## src/gha_pkg.sv

```systemverilog
package gha_pkg;

  localparam int MAX_IDS = 1024;
  localparam int ID_W    = $clog2(MAX_IDS);
  localparam int CNT_W   = ID_W + 1;
  localparam int GEN_W   = 16;
  localparam int WORD_W  = GEN_W + 1;

  typedef enum logic [1:0] {
    OP_CREATE  = 2'd0,
    OP_RECLAIM = 2'd1,
    OP_QUERY   = 2'd2,
    OP_CLEAR   = 2'd3
  } gha_op_e;

  typedef enum logic [2:0] {
    ST_OK       = 3'd0,
    ST_FULL     = 3'd1,
    ST_MISMATCH = 3'd2,
    ST_NOTALIVE = 3'd3,
    ST_RANGE    = 3'd4
  } gha_status_e;

  typedef enum logic [2:0] {
    S_INIT, S_IDLE, S_READ, S_EVAL, S_SCAN, S_CLEAR, S_RESP
  } gha_state_e;

  // Commands from the controller to the datapath.
  typedef struct packed {
    logic init;
    logic ld_req;
    logic rd_req;
    logic eval;
    logic scan_start;
    logic scan;
    logic take;
    logic scan_full;
    logic clr_start;
    logic clr;
    logic load_out;
  } gha_cmd_t;

  // Status from the datapath to the controller.
  typedef struct packed {
    gha_op_e op;
    logic    init_done;
    logic    go_scan;
    logic    scan_found;
    logic    scan_fail;
    logic    sweep_done;
    logic    out_free;
  } gha_stat_t;

  typedef struct packed {
    logic [2:0]       status;
    logic [ID_W-1:0]  handle_id;
    logic [GEN_W-1:0] handle_generation;
    logic             id_alive;
    logic             handle_alive;
    logic [CNT_W-1:0] live_count;
  } gha_res_t;

endpackage

```

## src/gha_ctrl.sv

```systemverilog
module gha_ctrl (
  input  logic                clk_i,
  input  logic                rst_ni,
  input  logic                req_valid_i,
  output logic                req_ready_o,
  input  gha_pkg::gha_stat_t  stat_i,
  output gha_pkg::gha_cmd_t   cmd_o
);
  import gha_pkg::*;

  gha_state_e state_q, state_d;

  // State register.
  always_ff @(posedge clk_i or negedge rst_ni) begin
    if (!rst_ni) begin
      state_q <= S_INIT;
    end else begin
      state_q <= state_d;
    end
  end

  // Next state and commands.
  always_comb begin
    state_d     = state_q;
    cmd_o       = '0;
    req_ready_o = 1'b0;
    case (state_q)
      S_INIT: begin
        cmd_o.init = 1'b1;
        if (stat_i.init_done) begin
          state_d = S_IDLE;
        end
      end
      S_IDLE: begin
        req_ready_o = 1'b1;
        if (req_valid_i) begin
          cmd_o.ld_req = 1'b1;
          state_d      = S_READ;
        end
      end
      S_READ: begin
        if (stat_i.op == OP_CLEAR) begin
          cmd_o.clr_start = 1'b1;
          state_d         = S_CLEAR;
        end else begin
          cmd_o.rd_req = 1'b1;
          state_d      = S_EVAL;
        end
      end
      S_EVAL: begin
        if (stat_i.go_scan) begin
          cmd_o.scan_start = 1'b1;
          state_d          = S_SCAN;
        end else begin
          cmd_o.eval = 1'b1;
          state_d    = S_RESP;
        end
      end
      S_SCAN: begin
        cmd_o.scan = 1'b1;
        if (stat_i.scan_found) begin
          cmd_o.take = 1'b1;
          state_d    = S_RESP;
        end else if (stat_i.scan_fail) begin
          cmd_o.scan_full = 1'b1;
          state_d         = S_RESP;
        end
      end
      S_CLEAR: begin
        cmd_o.clr = 1'b1;
        if (stat_i.sweep_done) begin
          state_d = S_RESP;
        end
      end
      S_RESP: begin
        if (stat_i.out_free) begin
          cmd_o.load_out = 1'b1;
          state_d        = S_IDLE;
        end
      end
      default: begin
        state_d = S_IDLE;
      end
    endcase
  end

endmodule

```

## config.mk

```make
export PLATFORM = sky130hd
export DESIGN_NAME = gha_ctrl
export DESIGN_NICKNAME = d
export VERILOG_FILES = /design/src/gha_pkg.sv /design/src/gha_ctrl.sv
export SDC_FILE = /design/constraint.sdc
export NUM_CORES = 1
export LEC_CHECK = 0
export BUFFER_PORTS_ARGS = -buffer_cell sky130_fd_sc_hd__buf_2
export CAP_MARGIN = 20
export CORE_AREA = 2 2 39 41
export DETAILED_ROUTE_END_ITERATION = 12
export DIE_AREA = 0 0 41 43
export PLACE_DENSITY = 0.6
export SYNTH_ARGS = -nofsm -noshare
export SYNTH_HDL_FRONTEND = slang
export SYNTH_SLANG_ARGS = --single-unit
export TNS_END_PERCENT = 50
```

## constraint.sdc

```tcl
create_clock -name clk_i -period 2.4 [get_ports clk_i]
set_clock_uncertainty 0.05 [all_clocks]
set_input_delay 0 -clock clk_i [delete_from_list [all_inputs] [get_ports clk_i]]
set_output_delay 0 -clock clk_i [all_outputs]
set_load 0.005 [all_outputs]
```

# Word level (Yosys, flattened, before mapping)
# Index checks and enable logic that the tools add are counted.
# word_totals
reg_bits	3
in_bits	11
out_inout_bits	12
# op_classes
n_eq_ne	12
mux	27
n_reduce_logical	2
# op_table
op	count
two-way mux 3 bit	8
case mux 3 bit (7 select lines)	1
two-way mux 1 bit	16
== test 3 bit (second input constant)	3
inequality test 2 bit (second input constant)	4
== test 3 x 2 -> 1 bit (second input constant)	2
AND reduction 5 bit	1
two-way mux 2 bit	2
== test 3 x 1 -> 1 bit (second input constant)	1
zero test 3 bit	1
inequality test 3 bit (second input constant)	1
== test 2 bit (second input constant)	1

# Longest topological paths before layout
# Gate-level depths: netlist of the first run.
# logic_depth
ltp_word	3
depth_mapped	5
depth_no_buf	4

# Least setup slack after synthesis of the first run
# No wires, ideal clock.
# synth_timing
path_type	register to register
startpoint	reg state_q[0]
endpoint	reg state_q[0]
setup_ps	128
t_arrival_ps	1509
path_slack_ps	714
stages_incl_launch_ff	5
n_path_buf	0
synth_period_minus_slack_ps	1686
cell_sequence	dfrtp_1 > or3b_1 > or3_1 > o2111ai_2 > mux2_1
# synth_via
elab_chain_cells	3
word_cells_on_any_way	14
# synth_rtl
item	line	rtl
start, declared	gha_ctrl.sv:11	gha_state_e state_q, state_d;
start signal, assigned	gha_ctrl.sv:18	state_q <= state_d;
== test 3 bit (tied with other cells)	gha_ctrl.sv:27	case (state_q)
inequality test 3 bit (no line) or inequality test 2 bit (tied branches)	n/a	
AND reduction 5 bit (no line)	n/a	
# Parallel ways exist; a longest one is shown, timed or not.
# A chain may end at the register's enable or synchronous reset.

# Final worst setup path of the first run
# layout_timing
startpoint	reg state_q[2]
endpoint	reg state_q[0]
# Same word-level chain as after synthesis.

==> run metrics, run 1 <==
Final ANT Viol Nets=0; Switching Share=0.443; unrepaired setup endpoints after global routing=false; GRT busiest layer=met1; share of flip-flops with an asynchronous set or reset=1.00; IO buf count=22; Max Cap Viol=0; Sequential Power Share=0.258; first-pass detailed-route iteration total=1; initial antenna violation count=0; I/O pin cnt=23; Core Footprint=between 0.001 and 0.0015 mm^2; VDD IR max=411 uV; share of layout cells above drive strength 1=0.397; global-route wire length before repair=1300 um; via count=roughly 380; synthesized instance count=43; GRT Total Usage=0.107; worst slew pin tran=~0.34 ns; clock buffer depth=2; Inserted Clock Buffers=3; Die Wd=41 um; endpoint type of the worst setup path=flop; Top Registers=state_q: 3 flops; Post-Place Cells=79; wire per inst=a little under 10 um; Rows=14; synth warn=0; worst hold path class=primary input to flop; Int Power=~290 uW; dpl hpwl=approximately 630 um; CP Class=flop to flop; Yosys top cell by area=dfrtp_1; largest cells by area after synthesis=dfrtp_1 25%, and3_1 10%, a21oi_1 6.6%; Setup Buffers After CTS=0; final hold viol count=0; Main synth FF type=dfrtp_1; switching power total=around 230 uW; H-tree Lvls=1; slew margin rel.=0.771; max reg flops=3; Startpoint Class=flop; Cell Count, Final, Fillers Out=84; EDFF count, synth=0; gpl congestion=0.756; die area=approximately 0.0018 mm^2; vias per cell=~4.6; Avg Inst Size Synth=about 7.1 um^2; # nets final=80; CTS tree=done; Post-Route Setup TNS=0 ns; Layout area overhead=52.9%; Slowest-stage cell, CP=dfrtp_1; ant diodes=0; Logic pwr share=0.573; most frequent cell after synthesis=and3_1; worst path buffer plus inverter count=0; area post-placement=between 400 and 500 um^2; clk sink count=3; CP Max Fanout=13; max frequency=531 MHz; die height=approximately 43 um; Critical Path, Cell by Cell=or3b_1, or3_1, o2111ai_2, mux2_1; Post-synth top cells=5 x and3_1, 4 x a21oi_1, 4 x nand2_1; final period utilization=0.784; minimum clock period=roughly 1.9 ns; GRT overflow=0; Leak=roughly 0.00027 uW; Post-Synthesis Net Count=54; # setup viols final=0; total power=a little over 500 uW; Power Dens Cells=1100 mW/mm^2; drt total wl=826 um; met1 GRT Util=0.148; delay-heaviest family, CP=simple AND/OR/NAND/NOR gates; Top reg by flops=state_q; clk slew on worst S/H paths=about 0.04 ns; Clk Latency, worst-skew pair=0.23 ns; initial core utilization=0.221; Layout Utilization=0.337; synthesized flop and latch total=3; WP data required=~2.5 ns; met2 Use GR=0.141; worst path arrival time=1.94 ns; drt drc=0; slowest cell delay on critical path=about 0.53 ns; Synth cell types=21; vias in the first global route=350; Synth top area share=0.246; outcome=finished, final reports clean; Initial DRC Count=0; met3 usage=0.0524; Syn Std Cell Area=just over 300 um^2; largest net degree at the start of global routing=14; CTS Root Cell=clkbuf_4; sequential share of the synthesized area=0.246; post-route cell area=around 470 um^2; Slew Limit Fails=0; clock power share=0.169
[through the flow]
step | hold slack (ns) | worst slack (ns)
3_3_place_gp | -0.249 | 0.552
5_1_grt | 0.0480 | 0.432
3_5_place_dp | -0.249 | 0.515
4_1_cts | 0.0250 | 0.502
6_report | 0.0343 | 0.518
2_1_floorplan | -0.346 | 0.714
[per-layer routing]
| metal | up-vias | wire (um) | share of wire |
|---|---|---|---|
| met1 | 163 | 392 | 0.47 |
| li1 | 204 | - | - |
| met2 | 16 | 355 | 0.43 |
| met4 | 0 | 0 | 0 |
| met5 | - | 0 | 0 |
| met3 | 0 | 77 | 0.093 |
[worst paths after layout]
check	startpoint	to	slack, ns	depth (start not counted)
worst max-delay path	state_q[2]$_DFFE_PN0P_	state_q[0]$_DFFE_PN0P_	0.52	4
worst min-delay path	stat_i[0]	state_q[2]$_DFFE_PN0P_	0.03	4
worst max register to register	state_q[2]$_DFFE_PN0P_	state_q[0]$_DFFE_PN0P_	0.52	4
worst min register to register	state_q[2]$_DFFE_PN0P_	state_q[2]$_DFFE_PN0P_	0.64	2
max in group asynchronous	rst_ni	state_q[0]$_DFFE_PN0P_	2.15	2
min in group asynchronous	rst_ni	state_q[1]$_DFFE_PN0P_	0.04	2
[logic make-up (layout without fill, tap and decap cells)]
| group | count (synthesis) | after routing | synth area share |
|---|---|---|---|
| and+or+nand+nor | 23 | 23 | 0.418 |
| DFF | 3 | 3 | 0.246 |
| muxes | 1 | 1 | 0.0369 |
| buffers and inverters | 6 | 31 | 0.0779 |
| AOI/OAI and AO/OA | 10 | 10 | 0.221 |
[cell usage in the layout, fill, tap and decap left out, types with 2 or more instances in the layout]
cell | Yosys | layout
a21oi_1 | 4 | 4
and3_1 | 5 | 5
buf_2 | 1 | 22
clkbuf_4 | 0 | 3
dfrtp_1 | 3 | 3
inv_1 | 3 | 3
nand2_1 | 4 | 4
nor2_1 | 3 | 3
nor2b_1 | 2 | 2
nor3_1 | 3 | 3
o21ai_0 | 2 | 2
or3_1 | 2 | 2
[worst min-delay path: stages]
cell	delay [ns]
buf_2	0.09
o21ai_0	0.06
nand2_1	0.06
o31ai_1	0.06
[area by class of cell]
cell class | count | area (um^2)
Clock buffer | 4 | 26.3
Sequential cell | 3 | 75.1
Tap cell | 16 | 20.0
Multi-Input combinational cell | 34 | 206
Timing Repair Buffer | 24 | 128
Fill cell | 154 | 917
Inverter | 3 | 11.3
[repair_timing]
action                                 in CTS  in global routing
endpoints found under the hold margin       3                  0
resized for setup                           0                  0
hold buffers                                1                  0
[power by group through the flow]
stage                     registers (uW)  clock network (uW)  logic (uW)
after detailed placement             134                   0         296
after floorplan                     94.1                   0         235
final                                133                87.0         295
after CTS                            134                91.5         298
after global routing                 141                97.3         340
after global placement               129                   0         300
Note: power is estimated with default switching activity, not from simulation.
==> inputs of run 2 (changes only) <==
==> constraint.sdc (replaced) <==
create_clock -name clk_i -period 1.9 [get_ports clk_i]
set_clock_uncertainty 0.05 [all_clocks]
set_input_delay 0 -clock clk_i [delete_from_list [all_inputs] [get_ports clk_i]]
set_output_delay 0 -clock clk_i [all_outputs]
set_load 0.005 [all_outputs]
==> run metrics, run 2 (synthesized netlist as in run 1, its figures left out) <==
Hold Path Stages=4 (unchanged); Startpoint Class=flop (unchanged); dpl hpwl=628 um (was 632 um); outcome=finished, final reports clean (unchanged); CTS Root Cell=clkbuf_4 (unchanged); wire per inst=9.43 um (was 9.83 um); Top Registers=state_q: 3 flops (unchanged); Power Dens Cells=1410 mW/mm^2 (was 1100 mW/mm^2); via count=387 (was 383); H-tree Lvls=1 (unchanged); Setup Buffers After CTS=0 (unchanged); HP Start=stat_i[0] (unchanged); max reg flops=3 (unchanged); clk slew on worst S/H paths=0.04 ns (about the same); gpl congestion=0.704 (was 0.756); CP Max Fanout=3 (was 13); worst path arrival time=1.77 ns (was 1.94 ns); first-pass detailed-route iteration total=2 (was 1); total power=681 uW (was 514 uW); slew margin rel.=0.864 (was 0.771); max frequency=587 MHz (was 531 MHz); global-route wire length before repair=1270 um (was 1300 um); most common cell after layout, fill and taps aside=buf_2 (unchanged); vias per cell=4.50 (was 4.56); CP Class=flop to flop (unchanged); register-to-register path setup slack=0.20 ns (was 0.52 ns); Die Wd=41 um (unchanged); WP data required=1.96 ns (was 2.46 ns); Core Footprint=0.00138 mm^2 (unchanged); endpoint type of the worst setup path=flop (unchanged); VDD IR max=563 uV (was 411 uV); area of the multi-input gates=206 um^2 (unchanged); drt total wl=811 um (was 826 um); RR Startpoint=state_q[0]$_DFFE_PN0P_ (was state_q[2]$_DFFE_PN0P_); Top reg by flops=state_q (unchanged); share of layout cells above drive strength 1=0.414 (was 0.397); GRT Total Usage=0.106 (was 0.107); die area=0.00176 mm^2 (unchanged); clock buffer depth=2 (unchanged); Clk Latency, worst-skew pair=0.23 ns (about the same); hold endpoint=state_q[2]$_DFFE_PN0P_ (unchanged); ant diodes=0 (unchanged); minimum clock period=1.70 ns (was 1.88 ns); FF/Latch Area=75.1 um^2 (unchanged); CTS tree=done (unchanged); # setup viols final=0 (unchanged); worst hold path class=primary input to flop (unchanged); Max Cap Viol=0 (unchanged); IO buf count=22 (unchanged); drt drc=0 (unchanged); cts hold-fix bufs=1 (unchanged); clk sink count=3 (unchanged); final period utilization=0.897 (was 0.784); Rows=14 (unchanged); Leak=0.000276 uW (was 0.000266 uW); Inserted Clock Buffers=3 (unchanged); initial core utilization=0.221 (unchanged); worst slew pin tran=0.204 ns (was 0.343 ns); commonest cells after routing, fill and taps aside=22 x buf_2, 5 x and3_1, 4 x nand2_1, 4 x a21oi_1 (unchanged); vias in the first global route=337 (was 350); worst r2r dst=state_q[0]$_DFFE_PN0P_ (unchanged); Slew Limit Fails=0 (unchanged); post-cts sizing count=0 (unchanged); # nets final=82 (was 80); final hold viol count=0 (unchanged); number of filler cells placed in the layout=164 (was 154); unrepaired setup endpoints after global routing=false (unchanged); I/O pin cnt=23 (unchanged); Post-Route Setup TNS=0 ns (unchanged); Layout area overhead=57.8% (was 52.9%); initial antenna violation count=0 (unchanged); GRT overflow=0 (unchanged); Initial DRC Count=1 (was 0); largest net degree at the start of global routing=13 (was 14); Final ANT Viol Nets=0 (unchanged); Register-to-Register Path Depth=4 (unchanged); die height=43 um (unchanged)
[run 2: layer usage]
layer	GRT usage	routed length (um)	up-vias
li1	-	-	205
met1	0.139	372	160
met2	0.147	337	19
met3	0.0471	88	3
met4	0.0400	13	0
met5	0	0	-
[run 2: per-stage QoR]
step	setup WS [ns]	utilization	instance area (um^2)	hold slack, ns	std cells
floorplan	0.214	-	305	-0.346	43
global placement	0.208	0.322	445	-0.252	81
detailed placement	0.186	0.322	445	-0.251	81
CTS	0.179	0.348	482	0.0286	86
global route	0.135	0.348	482	0.0366	86
finish	0.195	0.348	482	0.0318	86
[run 2: final cells by class]
| class | count | area share |
|---|---|---|
| Timing Repair Buffer | 26 | 0.296 |
| Tap cell | 16 | 0.0416 |
| Sequential cell | 3 | 0.156 |
| Clock buffer | 4 | 0.0545 |
| Inverter | 3 | 0.0234 |
| Multi-Input combinational cell | 34 | 0.429 |
[run 2: how the worst max path moves through the flow]
stage,start,to,depth (start not counted)
after floorplan,state_q[0]$_DFFE_PN0P_,state_q[0]$_DFFE_PN0P_,4
after global placement,state_q[0]$_DFFE_PN0P_,state_q[0]$_DFFE_PN0P_,4
after detailed placement,state_q[0]$_DFFE_PN0P_,state_q[0]$_DFFE_PN0P_,4
after CTS,state_q[0]$_DFFE_PN0P_,state_q[0]$_DFFE_PN0P_,4
after global routing,state_q[0]$_DFFE_PN0P_,state_q[0]$_DFFE_PN0P_,4
final,state_q[0]$_DFFE_PN0P_,state_q[0]$_DFFE_PN0P_,4
[run 2: power breakdown]
| group | total, uW | internal, uW | switching (uW) |
|---|---|---|---|
| registers | 112 | 99.5 | 12.0 |
| logic | 455 | 212 | 243 |
| clock network | 114 | 78.9 | 35.4 |
| total | 681 | 390 | 291 |
[run 2: worst max-delay path: stages, from the launching register on]
cell and delay (ns):
dfrtp_1 0.36, or3b_1 0.40, or3_1 0.34, o2111ai_2 0.10
mux2_1 0.33
